==> src/swtg_pkg.sv <==
`timescale 1ns / 1ps
package swtg_pkg;

   localparam int CLOCK_W      = 32;
   localparam int FREQ_W       = 16;
   localparam int OP_W         = 2;
   localparam int COUNTER_BITS = 8;
   localparam int PRESCALE_W   = 10;
   localparam int CODE_W       = 3;
   localparam int SHIFT_W      = 4;
   localparam int DIVISOR_W    = PRESCALE_W + 1;

   localparam logic [CLOCK_W-1:0] CLOCK_RESET = 32'd16000000;

   // Operation codes on the request channel
   localparam logic [OP_W-1:0] OP_TICK  = 2'd0;
   localparam logic [OP_W-1:0] OP_START = 2'd1;
   localparam logic [OP_W-1:0] OP_STOP  = 2'd2;

   // Prescaler codes
   localparam logic [CODE_W-1:0] CODE_STOPPED = 3'd0;
   localparam logic [CODE_W-1:0] CODE_FIRST   = 3'd1;
   localparam logic [CODE_W-1:0] CODE_LAST    = 3'd7;

   localparam logic [COUNTER_BITS-1:0] COMPARE_MAX = {COUNTER_BITS{1'b1}};

   // Classified command passed from front to back
   typedef enum logic [2:0] {
      CMD_TICK      = 3'd0,
      CMD_START     = 3'd1,
      CMD_STOP      = 3'd2,
      CMD_STOP_CLR  = 3'd3,
      CMD_NOP       = 3'd4
   } cmd_type;

   typedef struct packed {
      cmd_type             cmd;
      logic [FREQ_W-1:0]   freq;
   } queue_entry_type;

   typedef struct packed {
      logic            valid;
      queue_entry_type entry;
   } queue_head_type;

   // Prescaler divide ratio for each code
   function automatic logic [DIVISOR_W-1:0] prescale_divisor(input logic [CODE_W-1:0] code);
      logic [DIVISOR_W-1:0] d;
      case (code)
         3'd2:    d = 11'd8;
         3'd3:    d = 11'd32;
         3'd4:    d = 11'd64;
         3'd5:    d = 11'd128;
         3'd6:    d = 11'd256;
         3'd7:    d = 11'd1024;
         default: d = 11'd1;
      endcase
      return d;
   endfunction

   // log2 of the prescaler divide ratio
   function automatic logic [SHIFT_W-1:0] prescale_shift(input logic [CODE_W-1:0] code);
      logic [SHIFT_W-1:0] s;
      case (code)
         3'd2:    s = 4'd3;
         3'd3:    s = 4'd5;
         3'd4:    s = 4'd6;
         3'd5:    s = 4'd7;
         3'd6:    s = 4'd8;
         3'd7:    s = 4'd10;
         default: s = 4'd0;
      endcase
      return s;
   endfunction

endpackage

==> src/swtg_ifs.sv <==
`timescale 1ns / 1ps
interface swtg_req_if
   import swtg_pkg::*;
   ();
   logic              valid;
   logic              ready;
   logic [OP_W-1:0]   operation;
   logic [FREQ_W-1:0] frequency;

   modport source (output valid, output operation, output frequency, input ready);
   modport sink   (input valid, input operation, input frequency, output ready);
endinterface

interface swtg_rsp_if
   import swtg_pkg::*;
   ();
   logic                    valid;
   logic                    ready;
   logic                    pin_level;
   logic [CODE_W-1:0]       prescale_select;
   logic [COUNTER_BITS-1:0] compare_out;
   logic                    range_error;

   modport source (output valid, output pin_level, output prescale_select,
                   output compare_out, output range_error, input ready);
   modport sink   (input valid, input pin_level, input prescale_select,
                   input compare_out, input range_error, output ready);
endinterface

==> src/swtg_front.sv <==
`timescale 1ns / 1ps
module swtg_front
   import swtg_pkg::*;
(
   input  logic           clock,
   input  logic           reset,
   swtg_req_if.sink       req_bus,
   output queue_head_type head,
   input  logic           head_pop
);

   localparam int DEPTH = 2;

   queue_entry_type mem_ff [DEPTH];
   logic            wr_ptr_ff, wr_ptr_in;
   logic            rd_ptr_ff, rd_ptr_in;
   logic [1:0]      count_ff, count_in;
   queue_entry_type entry;
   logic            push;
   logic            pop;

   // Classify the incoming operation
   always_comb begin
      entry.freq = req_bus.frequency;
      unique case (req_bus.operation)
         OP_TICK:  entry.cmd = CMD_TICK;
         OP_START: entry.cmd = (req_bus.frequency == '0) ? CMD_STOP_CLR : CMD_START;
         OP_STOP:  entry.cmd = CMD_STOP;
         default:  entry.cmd = CMD_NOP;
      endcase
   end

   assign req_bus.ready = (count_ff != 2'(DEPTH));
   assign push          = req_bus.valid && req_bus.ready;
   assign pop           = head_pop && (count_ff != 2'd0);

   assign head.valid = (count_ff != 2'd0);
   assign head.entry = mem_ff[rd_ptr_ff];

   // Advance pointers and occupancy
   always_comb begin
      wr_ptr_in = push ? ~wr_ptr_ff : wr_ptr_ff;
      rd_ptr_in = pop  ? ~rd_ptr_ff : rd_ptr_ff;
      count_in  = count_ff;
      if (push && !pop) begin
         count_in = count_ff + 2'd1;
      end else if (pop && !push) begin
         count_in = count_ff - 2'd1;
      end
   end

   always_ff @(posedge clock) begin
      if (reset) begin
         wr_ptr_ff <= 1'b0;
         rd_ptr_ff <= 1'b0;
         count_ff  <= 2'd0;
      end else begin
         wr_ptr_ff <= wr_ptr_in;
         rd_ptr_ff <= rd_ptr_in;
         count_ff  <= count_in;
      end
   end

   // Store the classified entry
   always_ff @(posedge clock) begin
      if (push) begin
         mem_ff[wr_ptr_ff] <= entry;
      end
   end

endmodule

==> src/swtg_div.sv <==
`timescale 1ns / 1ps
module swtg_div
   import swtg_pkg::*;
(
   input  logic               clock,
   input  logic               reset,
   input  logic               start,
   input  logic [CLOCK_W-1:0] dividend,
   input  logic [FREQ_W-1:0]  divisor,
   output logic               done,
   output logic [CLOCK_W-1:0] quotient
);

   localparam int COUNT_W = $clog2(CLOCK_W);

   logic               busy_ff, busy_in;
   logic               done_ff, done_in;
   logic [COUNT_W-1:0] count_ff, count_in;
   logic [CLOCK_W-1:0] quot_ff, quot_in;
   logic [FREQ_W-1:0]  rem_ff, rem_in;
   logic [FREQ_W-1:0]  divisor_ff, divisor_in;
   logic [FREQ_W:0]    shifted_rem;
   logic [FREQ_W+1:0]  diff;

   // One restoring step: one quotient bit per cycle
   always_comb begin
      shifted_rem = {rem_ff, quot_ff[CLOCK_W-1]};
      diff        = {1'b0, shifted_rem} - {2'b0, divisor_ff};
      busy_in     = busy_ff;
      done_in     = 1'b0;
      count_in    = count_ff;
      quot_in     = quot_ff;
      rem_in      = rem_ff;
      divisor_in  = divisor_ff;
      if (start) begin
         busy_in    = 1'b1;
         count_in   = COUNT_W'(CLOCK_W - 1);
         quot_in    = dividend;
         rem_in     = '0;
         divisor_in = divisor;
      end else if (busy_ff) begin
         if (!diff[FREQ_W+1]) begin
            rem_in  = diff[FREQ_W-1:0];
            quot_in = {quot_ff[CLOCK_W-2:0], 1'b1};
         end else begin
            rem_in  = shifted_rem[FREQ_W-1:0];
            quot_in = {quot_ff[CLOCK_W-2:0], 1'b0};
         end
         count_in = count_ff - 1'b1;
         if (count_ff == '0) begin
            busy_in = 1'b0;
            done_in = 1'b1;
         end
      end
   end

   always_ff @(posedge clock) begin
      if (reset) begin
         busy_ff <= 1'b0;
         done_ff <= 1'b0;
      end else begin
         busy_ff <= busy_in;
         done_ff <= done_in;
      end
   end

   // Hold datapath values
   always_ff @(posedge clock) begin
      count_ff   <= count_in;
      quot_ff    <= quot_in;
      rem_ff     <= rem_in;
      divisor_ff <= divisor_in;
   end

   assign done     = done_ff;
   assign quotient = quot_ff;

endmodule

==> src/swtg_back.sv <==
`timescale 1ns / 1ps
module swtg_back
   import swtg_pkg::*;
(
   input  logic               clock,
   input  logic               reset,
   input  queue_head_type     head,
   output logic               head_pop,
   input  logic [CLOCK_W-1:0] clock_hz,
   swtg_rsp_if.source         rsp_bus
);

   typedef enum logic [2:0] {
      ST_IDLE   = 3'b001,
      ST_DIVIDE = 3'b010,
      ST_FINISH = 3'b100
   } state_type;

   state_type               state_ff, state_in;
   logic [PRESCALE_W-1:0]   pcount_ff, pcount_in;
   logic [COUNTER_BITS-1:0] tcount_ff, tcount_in;
   logic [COUNTER_BITS-1:0] compare_ff, compare_in;
   logic [CODE_W-1:0]       code_ff, code_in;
   logic                    level_ff, level_in;
   logic                    sat_ff, sat_in;
   logic                    rsp_valid_ff, rsp_valid_in;

   logic                    out_free;
   logic                    div_start;
   logic                    div_done;
   logic [CLOCK_W-1:0]      div_quot;
   logic [CLOCK_W-2:0]      half_quot;
   logic                    fit_found;
   logic [CODE_W-1:0]       fit_code;
   logic [CLOCK_W-2:0]      fit_q;
   logic [DIVISOR_W-1:0]    pcount_next;

   // clock_hz / frequency; the final halving is a shift
   swtg_div u_div (
      .clock    (clock),
      .reset    (reset),
      .start    (div_start),
      .dividend (clock_hz),
      .divisor  (head.entry.freq),
      .done     (div_done),
      .quotient (div_quot)
   );

   assign half_quot = div_quot[CLOCK_W-1:1];
   assign out_free  = !rsp_valid_ff || rsp_bus.ready;

   // Pick the first prescaler whose reduced quotient fits the counter
   always_comb begin
      logic [CLOCK_W-2:0] shifted;
      fit_found = 1'b0;
      fit_code  = CODE_LAST;
      fit_q     = '0;
      for (int c = 1; c <= 7; c++) begin
         shifted = half_quot >> prescale_shift(CODE_W'(c));
         if (!fit_found && shifted <= (CLOCK_W-1)'(1 << COUNTER_BITS)) begin
            fit_found = 1'b1;
            fit_code  = CODE_W'(c);
            fit_q     = shifted;
         end
      end
   end

   assign pcount_next = {1'b0, pcount_ff} + DIVISOR_W'(1);

   // Execute commands and update timer state
   always_comb begin
      state_in     = state_ff;
      pcount_in    = pcount_ff;
      tcount_in    = tcount_ff;
      compare_in   = compare_ff;
      code_in      = code_ff;
      level_in     = level_ff;
      sat_in       = sat_ff;
      rsp_valid_in = rsp_valid_ff && !rsp_bus.ready;
      head_pop     = 1'b0;
      div_start    = 1'b0;
      unique case (state_ff)
         ST_IDLE: begin
            if (head.valid && out_free) begin
               head_pop = 1'b1;
               if (head.entry.cmd == CMD_START) begin
                  div_start = 1'b1;
                  state_in  = ST_DIVIDE;
               end else begin
                  rsp_valid_in = 1'b1;
                  case (head.entry.cmd) inside
                     CMD_TICK: begin
                        if (code_ff != CODE_STOPPED) begin
                           if (pcount_next >= prescale_divisor(code_ff)) begin
                              pcount_in = '0;
                              if (tcount_ff == compare_ff) begin
                                 tcount_in = '0;
                                 level_in  = ~level_ff;
                              end else begin
                                 tcount_in = tcount_ff + 1'b1;
                              end
                           end else begin
                              pcount_in = pcount_next[PRESCALE_W-1:0];
                           end
                        end
                     end
                     CMD_STOP, CMD_STOP_CLR: begin
                        code_in    = CODE_STOPPED;
                        compare_in = '0;
                        pcount_in  = '0;
                        tcount_in  = '0;
                        level_in   = 1'b0;
                        if (head.entry.cmd == CMD_STOP_CLR) begin
                           sat_in = 1'b0;
                        end
                     end
                     default: begin
                     end
                  endcase
               end
            end
         end
         ST_DIVIDE: begin
            if (div_done) begin
               state_in = ST_FINISH;
            end
         end
         ST_FINISH: begin
            if (out_free) begin
               rsp_valid_in = 1'b1;
               state_in     = ST_IDLE;
               pcount_in    = '0;
               tcount_in    = '0;
               if (half_quot == '0) begin
                  code_in    = CODE_FIRST;
                  compare_in = '0;
                  sat_in     = 1'b1;
               end else if (fit_found) begin
                  code_in    = fit_code;
                  compare_in = COUNTER_BITS'(fit_q - (CLOCK_W-1)'(1));
                  sat_in     = 1'b0;
               end else begin
                  code_in    = CODE_LAST;
                  compare_in = COMPARE_MAX;
                  sat_in     = 1'b1;
               end
            end
         end
         default: begin
            state_in = ST_IDLE;
         end
      endcase
   end

   always_ff @(posedge clock) begin
      if (reset) begin
         state_ff     <= ST_IDLE;
         pcount_ff    <= '0;
         tcount_ff    <= '0;
         compare_ff   <= '0;
         code_ff      <= CODE_STOPPED;
         level_ff     <= 1'b0;
         sat_ff       <= 1'b0;
         rsp_valid_ff <= 1'b0;
      end else begin
         state_ff     <= state_in;
         pcount_ff    <= pcount_in;
         tcount_ff    <= tcount_in;
         compare_ff   <= compare_in;
         code_ff      <= code_in;
         level_ff     <= level_in;
         sat_ff       <= sat_in;
         rsp_valid_ff <= rsp_valid_in;
      end
   end

   // State changes only when a new result is loaded, so it drives the payload
   assign rsp_bus.valid           = rsp_valid_ff;
   assign rsp_bus.pin_level       = level_ff;
   assign rsp_bus.prescale_select = code_ff;
   assign rsp_bus.compare_out     = compare_ff;
   assign rsp_bus.range_error     = sat_ff;

endmodule

==> src/square_wave_tone_generator_unit.sv <==
`timescale 1ns / 1ps
// Square-wave tone generator: clear-on-compare timer behind a prescaler.
// Request channel (req_bus): operation 0 = tick, 1 = start with frequency,
// 2 = stop; operation 3 is ignored. Every request gives one transfer on
// the response channel (rsp_bus) showing pin level, prescaler code,
// compare value and range flag after that request.
// csr_wr_en/csr_wr_data write clock_hz, used for the compare computation;
// write it only while the block is idle.
// A two-entry queue separates request intake from execution.
// Tick and stop: queue entry, then response register; one per cycle sustained
// while the receiver is ready. Start: the 32-step serial divider forms
// clock_hz / frequency one quotient bit per cycle; later requests wait.
// Reset clears the timer to stopped with pin low and clock_hz to 16 MHz.
// When the receiver stalls, the finished response holds and execution
// waits; the queue keeps taking requests until both entries are full.
module square_wave_tone_generator_unit
   import swtg_pkg::*;
(
   input  logic               clock,
   input  logic               reset,
   swtg_req_if.sink           req_bus,
   swtg_rsp_if.source         rsp_bus,
   input  logic               csr_wr_en,
   input  logic [CLOCK_W-1:0] csr_wr_data
);

   logic [CLOCK_W-1:0] clock_hz_ff, clock_hz_in;
   queue_head_type     head;
   logic               head_pop;

   // Hold the clock frequency register
   assign clock_hz_in = csr_wr_en ? csr_wr_data : clock_hz_ff;

   always_ff @(posedge clock) begin
      if (reset) begin
         clock_hz_ff <= CLOCK_RESET;
      end else begin
         clock_hz_ff <= clock_hz_in;
      end
   end

   swtg_front u_front (
      .clock    (clock),
      .reset    (reset),
      .req_bus  (req_bus),
      .head     (head),
      .head_pop (head_pop)
   );

   swtg_back u_back (
      .clock    (clock),
      .reset    (reset),
      .head     (head),
      .head_pop (head_pop),
      .clock_hz (clock_hz_ff),
      .rsp_bus  (rsp_bus)
   );

endmodule

==> src/flat_wrapper.sv <==
// flat-port wrapper written by rule: the top's interface ports become plain ports
module square_wave_tone_generator_unit_flat import swtg_pkg::*;
  (clock, reset, csr_wr_en, csr_wr_data, req_bus_valid, req_bus_operation, req_bus_frequency, req_bus_ready, rsp_bus_valid, rsp_bus_pin_level, rsp_bus_prescale_select, rsp_bus_compare_out, rsp_bus_range_error, rsp_bus_ready);
  swtg_req_if req_bus_i ();
  swtg_rsp_if rsp_bus_i ();
  input  logic clock;
  input  logic reset;
  input  logic csr_wr_en;
  input  logic [CLOCK_W-1:0] csr_wr_data;
  input wire logic [$bits(req_bus_i.valid)-1:0] req_bus_valid;
  input wire logic [$bits(req_bus_i.operation)-1:0] req_bus_operation;
  input wire logic [$bits(req_bus_i.frequency)-1:0] req_bus_frequency;
  output wire logic [$bits(req_bus_i.ready)-1:0] req_bus_ready;
  output wire logic [$bits(rsp_bus_i.valid)-1:0] rsp_bus_valid;
  output wire logic [$bits(rsp_bus_i.pin_level)-1:0] rsp_bus_pin_level;
  output wire logic [$bits(rsp_bus_i.prescale_select)-1:0] rsp_bus_prescale_select;
  output wire logic [$bits(rsp_bus_i.compare_out)-1:0] rsp_bus_compare_out;
  output wire logic [$bits(rsp_bus_i.range_error)-1:0] rsp_bus_range_error;
  input wire logic [$bits(rsp_bus_i.ready)-1:0] rsp_bus_ready;
  assign req_bus_i.valid = req_bus_valid;
  assign req_bus_i.operation = req_bus_operation;
  assign req_bus_i.frequency = req_bus_frequency;
  assign req_bus_ready = req_bus_i.ready;
  assign rsp_bus_valid = rsp_bus_i.valid;
  assign rsp_bus_pin_level = rsp_bus_i.pin_level;
  assign rsp_bus_prescale_select = rsp_bus_i.prescale_select;
  assign rsp_bus_compare_out = rsp_bus_i.compare_out;
  assign rsp_bus_range_error = rsp_bus_i.range_error;
  assign rsp_bus_i.ready = rsp_bus_ready;
  square_wave_tone_generator_unit u_core (.clock(clock), .reset(reset), .req_bus(req_bus_i), .rsp_bus(rsp_bus_i), .csr_wr_en(csr_wr_en), .csr_wr_data(csr_wr_data));
endmodule
==> config.mk <==
export PLATFORM = sky130hd
export DESIGN_NAME = square_wave_tone_generator_unit_flat
export DESIGN_NICKNAME = d
export VERILOG_FILES = /design/src/swtg_pkg.sv /design/src/swtg_ifs.sv /design/src/swtg_front.sv /design/src/swtg_div.sv /design/src/swtg_back.sv /design/src/square_wave_tone_generator_unit.sv /design/src/flat_wrapper.sv
export SDC_FILE = /design/constraint.sdc
export NUM_CORES = 1
export LEC_CHECK = 0
export BUFFER_PORTS_ARGS = -buffer_cell sky130_fd_sc_hd__buf_2
export CELL_PAD_IN_SITES_DETAIL_PLACEMENT = 0
export CELL_PAD_IN_SITES_GLOBAL_PLACEMENT = 1
export CORE_UTILIZATION = 42
export DETAILED_ROUTE_END_ITERATION = 7
export PLACE_DENSITY_LB_ADDON = 0.1
export SYNTH_ARGS = -nofsm -noshare
export SYNTH_HDL_FRONTEND = slang
export SYNTH_SLANG_ARGS = --single-unit
export TNS_END_PERCENT = 10
==> constraint.sdc <==
create_clock -name clock -period 9.29 [get_ports clock]
set_input_delay 0 -clock clock [delete_from_list [all_inputs] [get_ports clock]]
set_output_delay 0 -clock clock [all_outputs]
set_load 0.02 [all_outputs]
== Word-level counts from Yosys, hierarchy flattened ==
Memories as Yosys holds them, arrays and structs flattened. A register that Yosys moved wholly into a read port is not among the register bits.
Index checks and enable logic that the tools add are counted.
Storage, ports and cells
  word-level logic and storage cells: 214
  memory bits (writable): 38
  latch bits: 0
  input bits: 55
  bits in registers: 142
  memories kept: 1
  bits in read-only memories: 0
Operators by class
  muxes and demuxes: 103
  reduce and logical (&&, ||, !) cells: 42
  equality and inequality tests: 30
  $lt $le $gt $ge: 8
  bitwise logic cells: 5
  add/subtract/negate cells: 7
  shifts and indexed selects: 0
  divide/modulo/power cells: 0
  $mul: 0
Memory list
  u_core.u_front.mem_ff: words 2, width 19, rd ports 1, clocked after Yosys merged registers in 1, write ports 1, RTL line swtg_front.sv:14  | queue_entry_type mem_ff [DEPTH];
Operator list (count)
  $mux W8: 21
  $mux W10: 7
  $pmux W11 S6: 1
  $mux W32: 2
  $mux W11: 5
  $mux W3: 18
  $mux W1: 37
  $pmux W8 S2: 2
  $le A31 B9 Y1 const B: 1
  $logic_not A31 Y1: 1
  $le A28 B9 Y1 const B: 1
  $le A26 B9 Y1 const B: 1
  $le A25 B9 Y1 const B: 1
  $le A24 B9 Y1 const B: 1
  $le A23 B9 Y1 const B: 1
  $le A21 B9 Y1 const B: 1
  $reduce_and A7 Y1: 3
  $pmux W10 S2: 1
  $pmux W3 S3: 2
  $sub A17 B16 Y18: 1
  $logic_not A16 Y1: 1
  $mux W16: 1
  $eq A3 B2 Y1 const B: 5
  $eq A3 B3 Y1 const B: 5
  other kinds (31): 75

== Depth between registers and ports, before layout ==
  depth in word-level cells: 25
  depth in mapped cells: 12

== By module ==
Synthesis repeated with hierarchy kept, for this count alone.
Second synthesis, totals
  cells, all modules: 905
  area, all modules: 9529.1 um^2
Modules (own cells, without submodules)
  swtg_div: times used 1, cells an instance 318, area each 3696.0 um^2
  swtg_back: times used 1, cells an instance 391, area each 3011.6 um^2
  swtg_front: times used 1, cells an instance 93, area each 1651.6 um^2
  square_wave_tone_generator_unit: times used 1, cells an instance 103, area each 1169.9 um^2

== Least setup slack after synthesis ==
OpenSTA, ideal clock, no wires.
  kind: reg2reg
  start point: register u_core.u_back.u_div.quot_ff[23], in the netlist u_core.u_back.u_div.quotient[23]
  end point: register u_core.u_back.compare_ff[4], in the netlist u_core.u_back.rsp_bus.compare_out[4]
  path buffers: 1
  setup slack: 5826 ps
  data required time: 9176 ps
  stages on the path, launching flop included: 12
  setup time: 114 ps
  arrival time: 3350 ps
  cells stage by stage: edfxtp_1 -> or4_4 -> or4_4 -> buf_6 -> nor3_1 -> nand3_1 -> a41oi_1 -> inv_1 -> ha_1 -> nor4b_1 -> and3_1 -> a2111oi_0
On the way
  cells in the longest elaborated chain, start to end: 25
  elaborated cells between the ends (all ways): 39
Ends and longest elaborated chain
  start: declaration: RTL line swtg_div.sv:19  | logic [CLOCK_W-1:0] quot_ff, quot_in;
  start signal: assignment: RTL line swtg_div.sv:70  | quot_ff <= quot_in;
  $le A31 B9 Y1: RTL line swtg_back.sv:60  | if (!fit_found && shifted <= (CLOCK_W-1)'(1 << COUNTER_BITS)) begin
  $mux W1: RTL line swtg_back.sv:60
  $logic_not A1 Y1: RTL line swtg_back.sv:60
  $logic_and A1 B1 Y1: RTL line swtg_back.sv:60
  $mux W1: RTL line swtg_back.sv:60
  $logic_not A1 Y1: RTL line swtg_back.sv:60
  $logic_and A1 B1 Y1: RTL line swtg_back.sv:60
  $mux W1: RTL line swtg_back.sv:60
  [... 9 more ...]
  $logic_not A1 Y1: RTL line swtg_back.sv:60
  $logic_and A1 B1 Y1: RTL line swtg_back.sv:60
  $mux W8: RTL line swtg_back.sv:60
  $sub A8 B1 Y8: RTL line swtg_back.sv:140  | compare_in = COUNTER_BITS'(fit_q - (CLOCK_W-1)'(1));
  $mux W8: RTL line swtg_back.sv:138  | end else if (fit_found) begin
  $mux W8 (*): RTL line swtg_back.sv:134  | if (half_quot == '0) begin
  $mux W8 (*): RTL line swtg_back.sv:129  | if (out_free) begin
  $pmux W8 S2 (*): RTL line swtg_back.sv:82  | unique case (state_ff)
  end signal: assignment: RTL line swtg_back.sv:169  | compare_ff <= compare_in;
  end: declaration: RTL line swtg_back.sv:22  | logic [COUNTER_BITS-1:0] compare_ff, compare_in;
Every way passes the cells marked *; elsewhere a longest branch is shown, timed or not. The select of a mux whose other input is x is not followed.
A chain may end at the register's enable or synchronous reset.

== Worst setup path in the final report ==
  start point: register u_core.u_back.u_div.quot_ff[14], in the netlist u_core.u_back.u_div.quotient[14]
  end point: register u_core.u_back.compare_ff[4], in the netlist u_core.u_back.rsp_bus.compare_out[4]
Same word-level chain as after synthesis.

==> flow_summary.ini <==
[run_status]
status = finished, final reports clean

[critical_path]
critical_path_at_ps = 4410
cp_startpoint = u_core.u_back.u_div.quotient[14]$_DFFE_PP_
worst_setup_path_endpoint = u_core.u_back.rsp_bus.compare_out[4]$_SDFFE_PP0P_
r2r.worst_path.cells = 10
worstSetupEndpointType = flip-flop
critical_r2r_capture = u_core.u_back.rsp_bus.compare_out[4]$_SDFFE_PP0P_
critical_path_class = flip-flop to flip-flop
setup_slack_on_the_worst_flop_to_flop_path_ps = 5200
timing.critical_path.required_ps = 9610
path_max_fanout = 15
setup.worst_path.start_class = flip-flop
rr_startpoint = u_core.u_back.u_div.quotient[14]$_DFFE_PP_

[clock_network]
root_buffer = sky130_fd_sc_hd__clkbuf_16
cts_sinks = 181
worstSkewPairLatency_ps = 450
cts-buffers-inserted = 17
cts_tree = done
cts_h_tree_lvls = 4
clkSlewWorstSetupHoldPaths_ps = 90
ctsLongestPathBuffers = 2
postCtsSetupBuffers = 0

[timing]
setup-tns-final_ps = 0
finalWorstSetupSlack_ps = 5200
period_share = 0.440
number_of_hold_slack_violations_in_the_final_timing_report = 0
max_clock_freq_mhz = 245
final-setup-viol-count = 0
worst_slew_margin_rel = 0.311
timing.clock.skew_ps = 19.9
min_period_ps = 4090
grt_setup_unrepaired = false
slew_violations = 0
slew_worst_pin_ps = 1030

[route]
firstDrtPassIters = 7
route.final.wire_length_um = 23100
drt_iter0_markers = 534
detail-route-antenna-nets = 0
routed_via_density = 5.44
route.detailed.wl_per_inst_um = 16.7
drc_errors = 0
num_vias = 7513

[power_and_ir_drop]
power_density_nw_per_um2 = 237
total_leakage_power_nw = 4.45
worst_ir_drop_vdd_mv = 0.146

[grt]
grt_usage = 0.204
globalRouteOverflowTotal = 0
global_route.usage.met3 = 0.0394
grt.busiest_layer = met1
grt_util_met1 = 0.305
antenna_found_initial = 0
global_route_wire_length_before_repair_um = 38000
first_global_vias = 7205
global_route.usage.met2 = 0.298
maximum_number_of_pins_on_one_net_before_global_route_repair = 66

[final_layout]
final_layout_size_suffix_gt1_frac = 0.145
layoutNonFillerInstCount = 1380
final_net_count = 1171
area_growth_syn_to_layout_pct = 16.8
n_antenna_cell = 0
most-common-layout-cells = sky130_fd_sc_hd__nand2_1 (130), sky130_fd_sc_hd__nor2_1 (99), sky130_fd_sc_hd__dfxtp_1 (95), sky130_fd_sc_hd__edfxtp_1 (86), sky130_fd_sc_hd__buf_2 (69)
layout.cells.most_common = sky130_fd_sc_hd__nand2_1

[synth]
ys_ff_latch = 181
netlist.top_cell.by_area = sky130_fd_sc_hd__edfxtp_1
ys_top_cells_by_area = sky130_fd_sc_hd__edfxtp_1 (27%), sky130_fd_sc_hd__dfxtp_1 (20%), sky130_fd_sc_hd__nand2_1 (5.1%)
avgSynthCellArea_um2 = 9.71
synth-seq-area-share = 0.467
fraction_of_synthesis_flops_using_an_asynchronous_set_or_reset_pin = 0
synth_flop_cell = sky130_fd_sc_hd__dfxtp_1
synthesis.instances = 989
synth_cell_types = 77
total_nets_after_synthesis = 1073
synth.cell_area_um2 = 9600
synth_edf_count = 86
synth-warning-count = 0
synth_top_area_frac = 0.269

[floorplanning]
die_area_um2 = 23500
num_io_pins = 70
core_area_um2 = 22100
initial_utilization = 0.435
fp-row-count = 54
die_h_um = 153
die_w_um = 153

[placed_design]
gpl.final_weighted_congestion = 0.895
place_ws_ps = 5280
place.detailed.instances = 1295
io_buffer_count = 69
hpwlAfterDp_um = 15900

[flow_run]
max_cap_viol_count = 0

[hold_path]
hold_crit_class = input port to flip-flop
[critical path, stage by stage, from the launching register on]
cell and delay, ps:
sky130_fd_sc_hd__edfxtp_1 620, sky130_fd_sc_hd__or4_1 780, sky130_fd_sc_hd__o31a_1 450, sky130_fd_sc_hd__o311ai_1 550, sky130_fd_sc_hd__o22ai_1 220, sky130_fd_sc_hd__a31oi_1 370
sky130_fd_sc_hd__inv_1 80, sky130_fd_sc_hd__ha_1 220, sky130_fd_sc_hd__nor4b_1 160, sky130_fd_sc_hd__and3_1 190, sky130_fd_sc_hd__a2111oi_0 320
[cells in the mapped netlist (5+ instances only)]
cell type                  instances
sky130_fd_sc_hd__ha_1             28
sky130_fd_sc_hd__o21a_1            6
sky130_fd_sc_hd__a21oi_1          48
sky130_fd_sc_hd__edfxtp_1         86
sky130_fd_sc_hd__clkbuf_1         34
sky130_fd_sc_hd__mux2i_1          44
sky130_fd_sc_hd__and2_1            5
sky130_fd_sc_hd__or3_1             9
sky130_fd_sc_hd__mux2_2           21
sky130_fd_sc_hd__inv_1            39
sky130_fd_sc_hd__dfxtp_1          95
sky130_fd_sc_hd__o21ai_0          43
sky130_fd_sc_hd__a31oi_1          11
sky130_fd_sc_hd__a22oi_1          11
sky130_fd_sc_hd__nand2b_1          9
sky130_fd_sc_hd__nand3b_1          7
sky130_fd_sc_hd__nor4_1           15
sky130_fd_sc_hd__nor2_1           99
sky130_fd_sc_hd__o31ai_1           6
sky130_fd_sc_hd__nor2b_1          13
sky130_fd_sc_hd__clkbuf_8          7
sky130_fd_sc_hd__a21o_1            6
sky130_fd_sc_hd__nand3_1          21
sky130_fd_sc_hd__and3_1            9
sky130_fd_sc_hd__or2_2             6
sky130_fd_sc_hd__nand4_1          15
sky130_fd_sc_hd__xor2_1           24
sky130_fd_sc_hd__or4_1             8
sky130_fd_sc_hd__a32oi_1           5
sky130_fd_sc_hd__xnor2_1          18
sky130_fd_sc_hd__a211o_1           7
sky130_fd_sc_hd__nor3_1           18
sky130_fd_sc_hd__nand2_1         130
[layer usage]
metal  up-vias  part of all wire  wire length [µm]
met5         -                 0                 0
met4         0             0.015               351
met3        28             0.050              1140
met2       202              0.42              9600
met1      3479              0.52             12000
li1       3804                 -                 -
[worst min path at each step]
stage                          start                                 endpoint  slack (ps)  depth (start not counted)
2_1_floorplan   req_bus_frequency[0]    u_core.u_front.mem_ff[0][0]$_DFFE_PP_         100                          0
3_3_place_gp   req_bus_frequency[10]   u_core.u_front.mem_ff[1][10]$_DFFE_PP_         210                          1
3_5_place_dp    req_bus_frequency[9]    u_core.u_front.mem_ff[1][9]$_DFFE_PP_         210                          1
4_1_cts                        reset  u_core.u_back.pcount_ff[0]$_SDFFE_PP0P_         190                          3
5_1_grt                        reset  u_core.u_back.pcount_ff[0]$_SDFFE_PP0P_         210                          3
6_report                       reset  u_core.u_back.pcount_ff[3]$_SDFFE_PP0P_         200                          3
[registers in the layout (all words and copies together) (netlist names), 2 cells and up, named ones only]
| signal | cells |
|---|---|
| u_core.u_front.count_ff | 2 |
| u_core.u_back.tcount_ff | 8 |
| u_core.u_back.rsp_bus.prescale_select | 3 |
| u_core.u_back.u_div.quotient | 32 |
| u_core.u_back.u_div.divisor_ff | 16 |
| u_core.clock_hz_ff | 32 |
| u_core.u_back.pcount_ff | 10 |
| u_core.u_back.u_div.count_ff | 5 |
| u_core.u_front.mem_ff | 38 |
| u_core.u_back.state_ff | 3 |
| u_core.u_back.rsp_bus.compare_out | 8 |
| u_core.u_back.u_div.rem_ff | 16 |
[cell type report]
type	count	area (µm²)
clock buffer	17	425
clock inverter	15	205
fill	2109	10900
inverter	39	146
multi-input combinational	720	4680
sequential	181	4480
tap	280	350
timing repair buffer	128	921
[logic make-up (layout without fill, tap and decap cells)]
kind of cell	Yosys count	in the layout	synth area share
buffers and inverters	88	199	0.0457
muxes	65	65	0.0705
adders and majority gates	29	29	0.0386
DFF	181	181	0.467
AOI/OAI and AO/OA	190	190	0.131
and+or+nand+nor	394	394	0.209
xor gates and xnor gates	42	42	0.0383
[power by group]
| part | total [W] | switching [W] | leakage, nW | internal (W) |
|---|---|---|---|---|
| clock network | 0.000757 | 0.000383 | 0.305 | 0.000374 |
| registers | 0.00112 | 0.000123 | 1.57 | 0.000999 |
| logic | 0.000778 | 0.000439 | 2.57 | 0.000339 |
[metrics by stage]
step / power [W] / utilization / hold slack (ps) / area (µm²)
finish: 0.00266 / 0.508 / 197 / 11200
global route: 0.00283 / 0.508 / 215 / 11200
CTS: 0.00268 / 0.508 / 191 / 11200
detailed placement: 0.00190 / 0.455 / 209 / 10100
global placement: 0.00190 / 0.455 / 205 / 10100
floorplan: 0.00172 / - / 98.9 / 9600
[timing repair]
action                                  4_1_cts  5_1_grt
resized for setup                             0        0
endpoints found under the hold margin        72        0
endpoints found under the setup margin        0        0
hold buffers                                 53        0
(Power assumes the default switching activity.)
